### src/rtl/core/sfr_pkg.sv
// Package: shared types, constants and the CRC16 byte update for the frame receiver.
`default_nettype none
package sfr_pkg;

	// Capacity limit on payload length, applied together with the max_payload register
	localparam logic [15:0] MAX_PAYLOAD = 16'd1024;

	// CRC16 polynomial, MSB first
	localparam logic [15:0] CRC_POLY = 16'h1021;

	// Queue between front and back
	localparam int QUEUE_DEPTH = 4;
	localparam int QPTR_W = $clog2(QUEUE_DEPTH);
	localparam int QCNT_W = $clog2(QUEUE_DEPTH + 1);

	// Configuration register indexes
	localparam int CFG_IDX_W = 3;
	localparam logic [CFG_IDX_W-1:0] CFG_START_BYTE = 3'd0;
	localparam logic [CFG_IDX_W-1:0] CFG_MAX_PAYLOAD = 3'd1;
	localparam logic [CFG_IDX_W-1:0] CFG_ACK_COMMAND = 3'd2;
	localparam logic [CFG_IDX_W-1:0] CFG_NACK_COMMAND = 3'd3;
	localparam logic [CFG_IDX_W-1:0] CFG_CRC_INIT = 3'd4;
	localparam int CFG_DATA_W = 16;

	// Configuration register reset values
	localparam logic [7:0] RST_START_BYTE = 8'h00;
	localparam logic [15:0] RST_MAX_PAYLOAD = 16'd1024;
	localparam logic [7:0] RST_ACK_COMMAND = 8'h00;
	localparam logic [7:0] RST_NACK_COMMAND = 8'h01;
	localparam logic [15:0] RST_CRC_INIT = 16'hFFFF;

	typedef struct packed {
		logic [7:0] start_byte;
		logic [15:0] max_payload;
		logic [7:0] ack_command;
		logic [7:0] nack_command;
		logic [15:0] crc_init;
	} cfg_t;

	// Parser phase of the front end
	typedef enum logic [2:0] {
		PH_HUNT = 3'd0,
		PH_LEN_LO = 3'd1,
		PH_LEN_HI = 3'd2,
		PH_CMD = 3'd3,
		PH_SEQ = 3'd4,
		PH_PAYLOAD = 3'd5,
		PH_CRC_LO = 3'd6,
		PH_CRC_HI = 3'd7
	} phase_t;

	// Work handed from front to back
	typedef enum logic [1:0] {
		OP_CMD = 2'd0,
		OP_SEQ = 2'd1,
		OP_DATA = 2'd2,
		OP_CHECK = 2'd3
	} op_kind_t;

	// Result kinds
	typedef enum logic [1:0] {
		EV_PAYLOAD = 2'd0,
		EV_ACCEPTED = 2'd1,
		EV_IGNORED = 2'd2,
		EV_CRC_ERROR = 2'd3
	} event_kind_t;

	typedef struct packed {
		op_kind_t kind;
		logic [7:0] data;
		logic [15:0] index;
		logic [7:0] command;
		logic [7:0] seq_num;
		logic [15:0] length;
		logic [15:0] rx_crc;
	} op_t;

	typedef struct packed {
		event_kind_t kind;
		logic [7:0] pbyte;
		logic [15:0] pindex;
		logic [7:0] command;
		logic [7:0] seq_num;
		logic [15:0] length;
		logic [7:0] reply;
	} res_t;

	// One byte of CRC16, bitwise over eight steps
	function automatic logic [15:0] crc16_byte(input logic [15:0] crc, input logic [7:0] b);
		logic [15:0] c;
		c = crc ^ {b, 8'h00};
		for (int k = 0; k < 8; k++) begin
			c = c[15] ? ({c[14:0], 1'b0} ^ CRC_POLY) : {c[14:0], 1'b0};
		end
		return c;
	endfunction

endpackage
`default_nettype wire

### src/rtl/core/sfr_front.sv
// Front end: tracks the frame phase per received byte and posts CRC and result work.
`default_nettype none
module sfr_front (
	input wire logic clk,
	input wire logic arst_n,
	input wire sfr_pkg::cfg_t cfg,
	input wire logic push,
	input wire logic [7:0] rx_byte,
	input wire logic q_full,
	output logic q_push,
	output sfr_pkg::op_t q_op
);
	import sfr_pkg::*;

	phase_t phase_q, phase_d;
	logic [15:0] len_q, len_d;
	logic [15:0] pos_q, pos_d;
	logic [7:0] cmd_q, cmd_d;
	logic [7:0] seq_q, seq_d;
	logic [7:0] crc_lo_q, crc_lo_d;
	logic accept;
	logic [15:0] len_full;
	logic [15:0] limit;
	logic [15:0] pos_inc;

	assign accept = push && !q_full;
	assign len_full = {rx_byte, len_q[7:0]};
	assign limit = (cfg.max_payload < MAX_PAYLOAD) ? cfg.max_payload : MAX_PAYLOAD;
	assign pos_inc = pos_q + 16'd1;

	// State register
	always_ff @(posedge clk or negedge arst_n) begin
		if (!arst_n) begin
			phase_q <= PH_HUNT;
			len_q <= '0;
			pos_q <= '0;
			cmd_q <= '0;
			seq_q <= '0;
			crc_lo_q <= '0;
		end else begin
			phase_q <= phase_d;
			len_q <= len_d;
			pos_q <= pos_d;
			cmd_q <= cmd_d;
			seq_q <= seq_d;
			crc_lo_q <= crc_lo_d;
		end
	end

	// Next phase and work posting
	always_comb begin
		phase_d = phase_q;
		len_d = len_q;
		pos_d = pos_q;
		cmd_d = cmd_q;
		seq_d = seq_q;
		crc_lo_d = crc_lo_q;
		q_push = 1'b0;
		q_op.kind = OP_CMD;
		q_op.data = rx_byte;
		q_op.index = pos_q;
		q_op.command = cmd_q;
		q_op.seq_num = seq_q;
		q_op.length = len_q;
		q_op.rx_crc = {rx_byte, crc_lo_q};
		if (accept) begin
			unique case (phase_q)
				PH_HUNT: begin
					if (rx_byte == cfg.start_byte) begin
						phase_d = PH_LEN_LO;
						pos_d = '0;
					end
				end
				PH_LEN_LO: begin
					len_d = {8'h00, rx_byte};
					phase_d = PH_LEN_HI;
				end
				PH_LEN_HI: begin
					len_d = len_full;
					// oversize length drops back to hunting without a result
					phase_d = (len_full > limit) ? PH_HUNT : PH_CMD;
				end
				PH_CMD: begin
					cmd_d = rx_byte;
					q_push = 1'b1;
					q_op.kind = OP_CMD;
					phase_d = PH_SEQ;
				end
				PH_SEQ: begin
					seq_d = rx_byte;
					pos_d = '0;
					q_push = 1'b1;
					q_op.kind = OP_SEQ;
					phase_d = (len_q != 16'd0) ? PH_PAYLOAD : PH_CRC_LO;
				end
				PH_PAYLOAD: begin
					q_push = 1'b1;
					q_op.kind = OP_DATA;
					pos_d = pos_inc;
					if (pos_inc >= len_q) begin
						phase_d = PH_CRC_LO;
					end
				end
				PH_CRC_LO: begin
					crc_lo_d = rx_byte;
					phase_d = PH_CRC_HI;
				end
				PH_CRC_HI: begin
					q_push = 1'b1;
					q_op.kind = OP_CHECK;
					phase_d = PH_HUNT;
				end
				default: begin
					phase_d = PH_HUNT;
				end
			endcase
		end
	end

endmodule
`default_nettype wire

### src/rtl/core/sfr_queue.sv
// Short FIFO of work items between the front and the back.
`default_nettype none
module sfr_queue (
	input wire logic clk,
	input wire logic arst_n,
	input wire logic wr_en,
	input wire sfr_pkg::op_t wr_op,
	output logic full,
	input wire logic rd_en,
	output logic rd_valid,
	output sfr_pkg::op_t rd_op
);
	import sfr_pkg::*;

	op_t store_q [QUEUE_DEPTH];
	logic [QPTR_W-1:0] wr_ptr_q;
	logic [QPTR_W-1:0] rd_ptr_q;
	logic [QCNT_W-1:0] count_q;

	assign full = (count_q == QCNT_W'(QUEUE_DEPTH));
	assign rd_valid = (count_q != '0);
	assign rd_op = store_q[rd_ptr_q];

	// Entry storage
	always_ff @(posedge clk) begin
		if (wr_en) begin
			store_q[wr_ptr_q] <= wr_op;
		end
	end

	// Pointers and fill count
	always_ff @(posedge clk or negedge arst_n) begin
		if (!arst_n) begin
			wr_ptr_q <= '0;
			rd_ptr_q <= '0;
			count_q <= '0;
		end else begin
			if (wr_en) begin
				wr_ptr_q <= wr_ptr_q + QPTR_W'(1);
			end
			if (rd_en) begin
				rd_ptr_q <= rd_ptr_q + QPTR_W'(1);
			end
			unique case ({wr_en, rd_en})
				2'b10: count_q <= count_q + QCNT_W'(1);
				2'b01: count_q <= count_q - QCNT_W'(1);
				default: count_q <= count_q;
			endcase
		end
	end

endmodule
`default_nettype wire

### src/rtl/core/sfr_back.sv
// Back end: runs the CRC, forms payload and status results, holds the output register.
`default_nettype none
module sfr_back (
	input wire logic clk,
	input wire logic arst_n,
	input wire sfr_pkg::cfg_t cfg,
	input wire logic q_valid,
	input wire sfr_pkg::op_t q_op,
	output logic q_pop,
	input wire logic pop,
	output logic res_valid,
	output sfr_pkg::res_t res
);
	import sfr_pkg::*;

	logic [15:0] crc_q, crc_d;
	logic [7:0] txseq_q, txseq_d;
	logic res_valid_q;
	res_t res_q, res_d;
	logic produces;
	logic out_free;
	logic [15:0] crc_base;
	logic [15:0] crc_upd;
	logic is_ackish;

	assign res_valid = res_valid_q;
	assign res = res_q;

	// Issue: ops without a result never wait on the output register
	assign produces = (q_op.kind == OP_DATA) || (q_op.kind == OP_CHECK);
	assign out_free = !res_valid_q || pop;
	assign q_pop = q_valid && (!produces || out_free);

	assign crc_base = (q_op.kind == OP_CMD) ? cfg.crc_init : crc_q;
	assign crc_upd = crc16_byte(crc_base, q_op.data);
	assign is_ackish = (q_op.command == cfg.ack_command) || (q_op.command == cfg.nack_command);

	// Execute one op
	always_comb begin
		crc_d = crc_q;
		txseq_d = txseq_q;
		res_d.kind = EV_PAYLOAD;
		res_d.pbyte = 8'h00;
		res_d.pindex = 16'h0000;
		res_d.command = q_op.command;
		res_d.seq_num = q_op.seq_num;
		res_d.length = q_op.length;
		res_d.reply = 8'h00;
		unique case (q_op.kind)
			OP_CMD, OP_SEQ: begin
				crc_d = crc_upd;
			end
			OP_DATA: begin
				crc_d = crc_upd;
				res_d.kind = EV_PAYLOAD;
				res_d.pbyte = q_op.data;
				res_d.pindex = q_op.index;
			end
			OP_CHECK: begin
				if (q_op.rx_crc != crc_q) begin
					res_d.kind = EV_CRC_ERROR;
					res_d.reply = txseq_q;
					txseq_d = txseq_q + 8'd1;
				end else if (is_ackish) begin
					res_d.kind = EV_IGNORED;
				end else begin
					res_d.kind = EV_ACCEPTED;
					res_d.reply = txseq_q;
					txseq_d = txseq_q + 8'd1;
				end
			end
			default: begin
				crc_d = crc_q;
			end
		endcase
	end

	// CRC and transmit sequence state
	always_ff @(posedge clk or negedge arst_n) begin
		if (!arst_n) begin
			crc_q <= '0;
			txseq_q <= '0;
		end else if (q_pop) begin
			crc_q <= crc_d;
			txseq_q <= txseq_d;
		end
	end

	// Output register payload
	always_ff @(posedge clk) begin
		if (q_pop && produces) begin
			res_q <= res_d;
		end
	end

	// Output register valid
	always_ff @(posedge clk or negedge arst_n) begin
		if (!arst_n) begin
			res_valid_q <= 1'b0;
		end else if (q_pop && produces) begin
			res_valid_q <= 1'b1;
		end else if (pop) begin
			res_valid_q <= 1'b0;
		end
	end

endmodule
`default_nettype wire

### src/rtl/core/serial_frame_receiver_crc_check_core.sv
// Top level: framed byte receiver with CRC16 check, configuration registers and assertions.
// Path: a payload or final CRC byte accepted by the parser is written into the queue, then
// taken into the output register before it shows on the result ports; a result stall holds it.
// Throughput: one byte per cycle while the queue is not full; the byte-wise CRC update in the back end sets the pace.
// A four-entry queue separates parser and CRC unit, and one output register holds a result.
// Reset (arst_n low) clears parser, queue and output valid and loads register defaults.
`default_nettype none
module serial_frame_receiver_crc_check_core (
	input wire logic clk,
	input wire logic arst_n,
	input wire logic cfg_wr_en,
	input wire logic [sfr_pkg::CFG_IDX_W-1:0] cfg_index,
	input wire logic [sfr_pkg::CFG_DATA_W-1:0] cfg_data,
	input wire logic push,
	output logic full,
	input wire logic [7:0] rx_byte,
	output logic empty,
	input wire logic pop,
	output logic [1:0] event_kind,
	output logic [7:0] payload_byte,
	output logic [15:0] payload_index,
	output logic [7:0] frame_command,
	output logic [7:0] frame_sequence,
	output logic [15:0] frame_length,
	output logic [7:0] reply_sequence
);
	import sfr_pkg::*;

	cfg_t cfg_q;
	logic q_push;
	op_t q_wr_op;
	logic q_full;
	logic q_pop;
	logic q_valid;
	op_t q_rd_op;
	logic res_valid;
	res_t res;

	// Configuration registers
	always_ff @(posedge clk or negedge arst_n) begin
		if (!arst_n) begin
			cfg_q.start_byte <= RST_START_BYTE;
			cfg_q.max_payload <= RST_MAX_PAYLOAD;
			cfg_q.ack_command <= RST_ACK_COMMAND;
			cfg_q.nack_command <= RST_NACK_COMMAND;
			cfg_q.crc_init <= RST_CRC_INIT;
		end else if (cfg_wr_en) begin
			unique case (cfg_index)
				CFG_START_BYTE: cfg_q.start_byte <= cfg_data[7:0];
				CFG_MAX_PAYLOAD: cfg_q.max_payload <= cfg_data;
				CFG_ACK_COMMAND: cfg_q.ack_command <= cfg_data[7:0];
				CFG_NACK_COMMAND: cfg_q.nack_command <= cfg_data[7:0];
				CFG_CRC_INIT: cfg_q.crc_init <= cfg_data;
				default: cfg_q <= cfg_q;
			endcase
		end
	end

	sfr_front u_front (
		.clk (clk),
		.arst_n (arst_n),
		.cfg (cfg_q),
		.push (push),
		.rx_byte (rx_byte),
		.q_full (q_full),
		.q_push (q_push),
		.q_op (q_wr_op)
	);

	sfr_queue u_queue (
		.clk (clk),
		.arst_n (arst_n),
		.wr_en (q_push),
		.wr_op (q_wr_op),
		.full (q_full),
		.rd_en (q_pop),
		.rd_valid (q_valid),
		.rd_op (q_rd_op)
	);

	sfr_back u_back (
		.clk (clk),
		.arst_n (arst_n),
		.cfg (cfg_q),
		.q_valid (q_valid),
		.q_op (q_rd_op),
		.q_pop (q_pop),
		.pop (pop),
		.res_valid (res_valid),
		.res (res)
	);

	// Result ports
	assign full = q_full;
	assign empty = !res_valid;
	assign event_kind = res.kind;
	assign payload_byte = res.pbyte;
	assign payload_index = res.pindex;
	assign frame_command = res.command;
	assign frame_sequence = res.seq_num;
	assign frame_length = res.length;
	assign reply_sequence = res.reply;

	// Checks
	a_no_push_when_full: assert property (@(posedge clk) disable iff (!arst_n)
		!(q_push && q_full))
		else $error("queue written while full");

	a_payload_index_in_frame: assert property (@(posedge clk) disable iff (!arst_n)
		(!empty && event_kind == EV_PAYLOAD) |-> (payload_index < frame_length))
		else $error("payload index beyond frame length");

	a_status_clean_fields: assert property (@(posedge clk) disable iff (!arst_n)
		(!empty && event_kind != EV_PAYLOAD) |-> (payload_byte == 8'h00 && payload_index == 16'h0000))
		else $error("status result carries payload fields");

	a_ignored_no_reply: assert property (@(posedge clk) disable iff (!arst_n)
		(!empty && event_kind == EV_IGNORED) |-> (reply_sequence == 8'h00))
		else $error("ignored ack/nack carries a reply sequence");

endmodule
`default_nettype wire
### config.mk
export PLATFORM = sky130hd
export DESIGN_NAME = serial_frame_receiver_crc_check_core
export DESIGN_NICKNAME = d
export VERILOG_FILES = /design/src/rtl/core/sfr_pkg.sv /design/src/rtl/core/sfr_front.sv /design/src/rtl/core/sfr_queue.sv /design/src/rtl/core/sfr_back.sv /design/src/rtl/core/serial_frame_receiver_crc_check_core.sv
export SDC_FILE = /design/constraint.sdc
export NUM_CORES = 1
export LEC_CHECK = 0
export ABC_AREA = 1
export ABC_CLOCK_PERIOD_IN_PS = 5100
export CAP_MARGIN = 20
export CORE_UTILIZATION = 63
export DETAILED_ROUTE_END_ITERATION = 6
export DONT_BUFFER_PORTS = 1
export GPL_TIMING_DRIVEN = 0
export HOLD_SLACK_MARGIN = 0.1
export MAX_ROUTING_LAYER = met4
export PLACE_DENSITY = 0.79
export SLEW_MARGIN = 25
export SYNTH_ARGS = -nofsm -noshare
export SYNTH_HDL_FRONTEND = slang
export SYNTH_SLANG_ARGS = --single-unit
### constraint.sdc
create_clock -name clk -period 5.1 [get_ports clk]
set_input_delay 0.51 -clock clk [delete_from_list [all_inputs] [get_ports clk]]
set_output_delay 0.51 -clock clk [all_outputs]
set_load 0.01 [all_outputs]
==> run metrics, run 1 <==
Avg WL per Cell 20.4 um; sequential-to-total area share from yosys stat 0.665; CP startpoint kind flop; drt first pass iters 7; worst hold path type input pin to flop; # DRC 7; final non-filler cell total 2,448; Max stage delay cell, worst path dfrtp_1; DPL Wire Length 33,300 um; CTS Buf Count 48; Synth Register Bits 477; Worst slew margin 0.480; max_cap viols 0; ranking of synthesized cells by area edfxtp_1 (48%), dfrtp_1 (16%), nand2_1 (8.8%); Multi-input gate area 0.00591 mm^2; Core ar. 0.0317 mm^2; share of the synthesized area in the top cell type 0.484; Peak Freq 288 MHz; critical path capture point type flop; LEAKAGE 9.60 nW; I/O pins 100; Worst Path Required 5.53 ns; fill count 2,061; critical path cell sequence nand3_1 > nor3_1 > nand3_1 > nor3_1 > nand2_1 > xor2_1 > ha_1 > nand4_1 > nor3_1 > o21ai_0 > nand4_1 > nand2_1 > o21ai_0 > nand2_1; Worst-path clk slew 0.06 ns; Global Route Usage Sum 0.321; register cell area after layout 0.0136 mm^2; final setup fails 0; CTS root buf clkbuf_16; Buffers on Ports 0; period utilization 0.682; delay-heaviest family, CP simple AND/OR/NAND/NOR gates; post-synth cell types 46; critical path launch point u_front.pos_q[0]; CP Max Fanout 8; Starting DRT DRC Count 1,649; vias in the first global route 14,307; largest net degree at the start of global routing 148; clk buf depth 3; initial antenna violation count 0; critical path class flop to flop; Inst Count DP 2,345; P&R area growth vs syn 13.5%; WP buf/inv 0; # clock sinks 477; failing checks design-rule violations; post-CTS resize count 0; YS warnings 0; Avg Cell Area, Syn 10.6 um^2; Antenna Cells 0; Power Density 657 mW/mm^2; RSZ-0062 raised after global routing no; proportion of layout cells with a drive suffix above 1 0.0806; Worst Max-Slew Pin Slew 0.780 ns; Synth Cell Area 0.0205 mm^2; CTS HTree Levels 2; Setup WS post-layout 1.62 ns; pre-CTS setup slack 1.76 ns; first-pass GRT wire length 78,400 um; FF-to-FF Start u_front.pos_q[0]; Mapped Cells 1,925; Routability Congestion 0.932; via/cell ratio 5.98; TNS Setup 0 ns; final worst path period need 3.48 ns; Hold Crit Start cfg_data[11]; gr ovfl total 0; Detailed Route WL 49,900 um; worst skew pair latency 0.57 ns; DR vias 14,633; DIE WIDTH 182 um; Max VDD drop 0.410 mV; CTS tree done; Clock Skews 0.0233 ns; run status finished, violations left; max-slew violation count 0; WHS 0.104 ns; final net count 2,078; Rows 65; die footprint 0.0332 mm^2; post-route ant nets 0; final core occ 0.732; Die H 182 um; biggest area consumer among synthesized cells edfxtp_1; worst path arrival time 3.91 ns; CP peak stage delay 0.53 ns; initial core utilization 0.645; Hold Vio Cnt, Final 0
==> cell type report <==
cell class,count,area share
Multi-Input combinational cell,1217,0.254
Inverter,163,0.0267
Timing Repair Buffer,27,0.0196
Clock inverter,30,0.0190
Clock buffer,60,0.0568
Sequential cell,477,0.586
Tap cell,402,0.0217
Buffer,72,0.0162
==> synth_stat cells, drive strengths merged <==
cell    count
a211oi      2
a21oi      42
a31oi       1
and2        1
buf        31
clkbuf     41
conb        1
dfrtp     129
dfstp      18
edfxtp    330
fa          1
ha         39
inv       163
nand2     486
nand3     131
nand3b      5
nand4      21
nor2      183
nor3       11
nor3b       1
nor4        2
o211ai      1
o21a        2
o21ai     223
o21bai      1
o22ai      24
or2         1
or4         1
xnor2       1
xor2       32
==> cell families after synthesis <==
family | Yosys count | share of synthesized area
buf+inv | 235 | 0.0485
simple gates | 843 | 0.172
xor+xnor | 33 | 0.0145
flops | 477 | 0.665
fa+ha+maj | 40 | 0.0248
compound gates | 296 | 0.0748
other cells | 1 | 0.000183
==> per-stage QoR <==
step | area [um^2] | total power [mW]
after global placement | 21000 | 11.0
after CTS | 23200 | 15.2
final | 23200 | 15.3
after detailed placement | 21300 | 11.3
after floorplan | 20500 | 9.60
after global routing | 23200 | 16.1
==> state kept, by name, summed over array words and instances (netlist names) <==
name and cells:
u_front.pos_q 16, u_queue.wr_ptr_q 2, u_queue.count_q 3, u_front.cmd_q 8, u_front.len_q 16, u_back.res 66, u_front.crc_lo_q 8, u_front.phase_q 3
u_back.crc_q 16, u_back.res_valid 1, u_queue.rd_ptr_q 2, u_back.txseq_q 8, u_front.seq_q 8, cfg_q 56, u_queue.store_q 264
==> final timing paths <==
| check | slack (ns) | end | cells after the start |
|---|---|---|---|
| min in group asynchronous | 0.64 | u_back.txseq_q[4] | 2 |
| setup / recovery | 1.62 | u_front.phase_q[2] | 14 |
| hold reg to reg | 0.48 | u_back.txseq_q[7] | 2 |
| hold / removal | 0.10 | cfg_q[11] | 2 |
| max in group asynchronous | 3.85 | u_front.pos_q[7] | 2 |
| setup reg to reg | 1.62 | u_front.phase_q[2] | 14 |
==> power by group <==
| group | switching [mW] | leakage [nW] | internal [mW] | total (mW) |
|---|---|---|---|---|
| clock | 1.47 | 0.858 | 2.39 | 3.86 |
| combinational | 3.58 | 3.84 | 1.55 | 5.13 |
| sequential | 0.769 | 4.91 | 5.50 | 6.27 |
==> layout by cell type (no fill, tap or decap), drive strengths merged, types with 21 or more instances in the layout <==
cell,synthesis,layout
nand2,486,486
edfxtp,330,330
o21ai,223,223
nor2,183,183
inv,163,164
nand3,131,131
dfrtp,129,129
clkbuf,41,101
buf,31,46
a21oi,42,42
ha,39,39
xor2,32,32
o22ai,24,24
nand4,21,21
==> layer usage <==
layer / global-route usage / part of all wire / up-vias
met2: 0.495 / 0.47 / 756
met1: 0.429 / 0.40 / 7082
met4: 0.126 / 0.035 / 0
met5: - / 0 / -
met3: 0.0557 / 0.095 / 119
li1: - / - / 6676
==> timing repair <==
action                    CTS  global route
hold endpoints to repair  182             0
hold buffers               13             0
buffers inserted            0             0
No activity file was read; power rests on OpenSTA's default activity.
==> run 2, diff against run 1 <==
ABC_CLOCK_PERIOD_IN_PS = 3530   (was 5100)
clock period = 3.53 ns   (was 5.1 ns; I/O delays follow)
==> run 2 against run 1 <==
The run ends with negative hold slack left. Largest cell class unchanged. Largest power group unchanged. Power grew 44%. Core utilization grew 0.11 points. Global-route usage grew 0.13 points. Non-clock buffer count grew 4. Setup slack lost 1.3 ns.
==> run metrics, run 2 (same netlist as run 1, synthesis figures left out) <==
Cell Area, Placed 0.0213 mm^2; vias in the first global route 14,323; worst setup path endpoint u_front.phase_q[2]; gr ovfl total 0; Buffers on Ports 0; most frequent cells in the layout nand2_1 (479), edfxtp_1 (330), o21ai_0 (219), nor2_1 (173), inv_1 (159); hold buffers post-CTS 17; drt first pass iters 5; CTS HTree Levels 2; Detailed Route WL 50,100 um; Worst Max-Slew Pin Slew 0.775 ns; period utilization 0.911; Clock Skews 0.0218 ns; worst hold path type input pin to async pin; post-route design area 0.0233 mm^2; worst reg2reg path depth 14; initial antenna violation count 2; failing checks negative hold slack; Global Route Usage Sum 0.322; final setup fails 0; Max stage delay cell, worst path dfrtp_1; final non-filler cell total 2,454; WHS -0.495 ns; clk buf depth 3; CP peak stage delay 0.47 ns; Worst Path Required 3.96 ns; critical path class flop to flop; DIE WIDTH 182 um; critical path launch point u_front.pos_q[2]; Peak Freq 311 MHz; Setup WS post-layout 0.314 ns; max_cap viols 0; Stages on worst setup path 14; run status finished, violations left; largest net degree at the start of global routing 148; LEAKAGE 9.61 nW; first-pass GRT wire length 78,600 um; Starting DRT DRC Count 1,511; delay-heaviest family, CP simple AND/OR/NAND/NOR gates; Largest Register u_queue.store_q; Die H 182 um; Reg2Reg Capture Point u_front.phase_q[2]; critical path cell sequence nand3_1 > nor3_2 > nand3_1 > nor3_1 > nand2_1 > xor2_1 > ha_1 > nand4_1 > nor3_1 > o21ai_0 > nand4_1 > nand2_1 > o21ai_0 > nand2_1; Routability Congestion 0.932; max FFs per register 264; Hold Vio Cnt, Final 147; final worst path period need 3.22 ns; Multi-input gate area 0.00592 mm^2; initial core utilization 0.645; P&R area growth vs syn 13.7%; pre-CTS setup slack 0.192 ns; RSZ-0062 raised after global routing no; commonest non-fill, non-tap cell in the layout nand2_1; CTS tree done; CP most frequent cell nand2_1; max-slew violation count 0; Worst-path clk slew 0.06 ns; register cell area after layout 0.0136 mm^2; DPL Wire Length 33,300 um; die footprint 0.0332 mm^2; Max VDD drop 0.601 mV; via/cell ratio 5.95; final net count 2,082; R2R Setup Slk 0.31 ns; worst path arrival time 3.65 ns; I/O pins 100; Worst slew margin 0.483; Avg WL per Cell 20.4 um; Rows 65; Power Density 946 mW/mm^2; CTS root buf clkbuf_16; proportion of layout cells with a drive suffix above 1 0.0815; fill count 2,053; # clock sinks 477; Post-CTS Setup Bufs 0; Inst Count DP 2,345; post-route ant nets 0; FF-to-FF Start u_front.pos_q[2]; WP buf/inv 0; DR vias 14,594; # DRC 0; CP Max Fanout 8; Core ar. 0.0317 mm^2; CP startpoint kind flop; CTS Buf Count 48; critical path capture point type flop; worst skew pair latency 0.56 ns
==> run 2: cell count changes in the layout (fill, tap and decap cells not counted) <==
cell | previous run | this run
dfrtp_2 | 0 | 1
nor2_2 | 3 | 4
nor3_1 | 10 | 9
dlygate4sd3_1 | 12 | 17
nor2_1 | 174 | 173
dfrtp_1 | 129 | 128
buf_16 | 6 | 5
nor3_2 | 1 | 2
diode_2 | 0 | 2
==> run 2: report_power, final <==
| group | switching, mW | internal [mW] | leakage [nW] |
|---|---|---|---|
| sequential | 1.12 | 7.94 | 4.91 |
| combinational | 5.14 | 2.24 | 3.84 |
| clock | 2.12 | 3.46 | 0.858 |
| total | 8.37 | 13.6 | 9.61 |
==> run 2: repair_timing <==
action / in CTS / in global routing
setup endpoints to repair: 0 / 3
resized for setup: 0 / 3
endpoints found under the hold margin: 226 / 147
==> run 2: final cells by class <==
type | instances | share of cell area
multi-input combinational | 1217 | 0.254
inverter | 163 | 0.0266
clock buffer | 60 | 0.0567
sequential | 477 | 0.585
clock inverter | 30 | 0.0190
timing repair buffer | 31 | 0.0205
antenna | 2 | 0.000215
buffer | 72 | 0.0161
tap | 402 | 0.0216
==> run 2: how the worst min path moves through the flow <==
stage                start                 to  slack (ns)  cells after the start
detailed placement  arst_n  u_back.txseq_q[3]        0.06                      0
finish              arst_n  u_back.txseq_q[6]       -0.50                      0
CTS                 arst_n   u_front.seq_q[2]       -0.52                      0
global route        arst_n  u_back.txseq_q[5]       -0.52                      0
floorplan           arst_n          cfg_q[17]        0.06                      0
global placement    arst_n  u_back.txseq_q[7]        0.06                      0
==> run 2: through the flow <==
step | total power, mW | utilization | setup TNS [ns]
2_1_floorplan | 13.9 | - | -182.07
3_3_place_gp | 15.9 | 0.662 | -852.90
3_5_place_dp | 16.3 | 0.672 | 0
4_1_cts | 22.0 | 0.733 | 0
5_1_grt | 23.3 | 0.734 | 0
6_report | 22.0 | 0.734 | 0
==> run 2: layer usage <==
layer / share of wire / global-route usage / vias up
met2: 0.47 / 0.497 / 751
met5: 0 / - / -
met4: 0.034 / 0.130 / 0
met1: 0.40 / 0.427 / 7040
li1: - / - / 6686
met3: 0.096 / 0.0593 / 117
==> run 2: worst register-to-register path, stage by stage, from the launching register on <==
cell	delay [ns]
dfrtp_1	0.47
nand3_1	0.17
nor3_2	0.30
nand3_1	0.20
nor3_1	0.33
nand2_1	0.12
xor2_1	0.17
ha_1	0.32
nand4_1	0.14
nor3_1	0.22
o21ai_0	0.14
nand4_1	0.11
nand2_1	0.12
o21ai_0	0.20
nand2_1	0.07
==> run 3, diff against run 2 <==
CORE_UTILIZATION = 36   (was 63)
PLACE_DENSITY = unset   (was 0.79)
==> run 3 against run 2 <==
The flow still finishes with violations (negative hold slack). Register-to-register slack got worse by 0.04 ns. Final area is 1.4% higher. Sequential share of layout area down 0.81 points. Highest routed layer unchanged. Largest power group unchanged. Final cell count grew 15%. Via count fell by 3.7%. Critical path type unchanged.
==> run metrics, run 3 (same netlist as run 1, synthesis figures left out) <==
run status finished, violations left; failing checks negative hold slack; Largest Register u_queue.store_q; WHS -0.533 ns; Hold Vio Cnt, Final 147; CTS tree done; I/O pins 100; Max VDD drop 0.427 mV; initial antenna violation count 1; Starting DRT DRC Count 1,094; drt first pass iters 5; Overall Power 21.5 mW; Buffers on Ports 0; worst hold path type input pin to async pin; Peak Freq 307 MHz; post-route ant nets 0; first-pass GRT wire length 80,200 um; Worst Max-Slew Pin Slew 0.905 ns; critical path cell sequence nor3_1 > nor2_1 > nand2_1 > ha_1 > inv_1 > fa_1 > a21oi_1 > o21ai_0 > xor2_1; CP Max Fanout 8; DPL Wire Length 36,900 um; Die H 240 um; Worst Path Required 3.99 ns; period utilization 0.922; final worst path period need 3.26 ns; CTS Buf Count 49; critical path class flop to flop; Core ar. 0.0563 mm^2; delay-heaviest family, CP simple AND/OR/NAND/NOR gates; final setup fails 0; P&R area growth vs syn 15.3%; # DRC 0; max_cap viols 0; Detailed Route WL 53,000 um; worst path arrival time 3.71 ns; initial core utilization 0.364; Cell Area, Placed 0.0218 mm^2; max FFs per register 264; TNS Setup 0 ns; CP peak stage delay 0.74 ns; Multi-input gate area 0.00592 mm^2; Routability Congestion 0.888; WP buf/inv 1; Clock Skews 0.0166 ns; post-route design area 0.0236 mm^2; proportion of layout cells with a drive suffix above 1 0.0808; Max stage delay cell, worst path nor3_1; clk buf depth 3; LEAKAGE 9.55 nW; vias in the first global route 13,435; CTS root buf clkbuf_16; DIE WIDTH 240 um; # clock sinks 477; register cell area after layout 0.0136 mm^2; worst skew pair latency 0.58 ns; Avg WL per Cell 18.9 um; Rows 87; commonest non-fill, non-tap cell in the layout nand2_1; Worst-path clk slew 0.06 ns; DR vias 14,048; via/cell ratio 5.00; critical path capture point type flop; CP startpoint kind flop; largest net degree at the start of global routing 148; Global Route Usage Sum 0.191; Worst slew margin 0.392; fill count 5,275; max-slew violation count 0; RSZ-0062 raised after global routing no; Post-CTS Setup Bufs 0; most frequent cells in the layout nand2_1 (479), edfxtp_1 (330), o21ai_0 (219), nor2_1 (174), inv_1 (159); gr ovfl total 0; CTS HTree Levels 2; Power Density 913 mW/mm^2; final net count 2,087; die footprint 0.0578 mm^2
==> run 3: changes by cell type in the layout (fill, tap and decap cells not counted), moves of 2 or more <==
cell           before  now
clkbuf_8            3    7
buf_12              7    5
inv_6               2    5
buf_16              5    9
bufinv_16          11    1
clkbuf_1           47   52
clkinv_1            6    3
buf_8               2    0
dlygate4sd3_1      17   21
==> run 3: final cells by class <==
cell class,count,share of cell area
Sequential cell,477,0.577
Multi-Input combinational cell,1217,0.251
Clock buffer,69,0.0590
Tap cell,756,0.0401
Inverter,163,0.0262
Timing Repair Buffer,35,0.0236
Buffer,72,0.0159
Clock inverter,21,0.00726
Antenna cell,1,0.000106
==> run 3: where the power goes <==
group          total (mW)  internal, mW  switching [mW]
combinational        7.41          2.26            5.15
clock                5.06          2.85            2.21
sequential           9.06          7.94            1.12
total                21.5          13.1            8.48
==> run 3: path summary, 6_finish.rpt <==
check / from / endpoint / slack (ns) / cells after the start
min in group clk: cfg_data[0] / cfg_q[24] / 0.12 / 2
setup reg to reg: u_queue.count_q[0] / u_queue.count_q[2] / 0.27 / 9
max in group asynchronous: arst_n / cfg_q[16] / 3.74 / 0
hold / removal: arst_n / u_back.crc_q[1] / -0.53 / 0
hold reg to reg: u_back.txseq_q[7] / u_back.txseq_q[7] / 0.48 / 2
setup / recovery: u_queue.count_q[0] / u_queue.count_q[2] / 0.27 / 9
==> run 3: what timing repair did <==
| action | 4_1_cts | 5_1_grt |
|---|---|---|
| hold buffers | 20 | 1 |
| endpoints found under the hold margin | 240 | 148 |
| gates resized for setup | 1 | 3 |
| setup endpoints to repair | 1 | 3 |
==> run 3: stage by stage <==
stage / cells / util / setup WS, ns
after floorplan: 1929 / - / -0.690
after global placement: 2685 / 0.381 / -3.72
after detailed placement: 2699 / 0.387 / -0.0369
after CTS: 2809 / 0.419 / 0.168
after global routing: 2811 / 0.419 / 0.0559
final: 2811 / 0.419 / 0.274
==> run 3: per-layer routing <==
layer  track usage  vias up  part of all wire
met5             -        -                 0
li1              -     6711                 -
met4        0.0610        0             0.028
met3        0.0372       89             0.064
met2         0.289      389              0.46
met1         0.257     6859              0.45
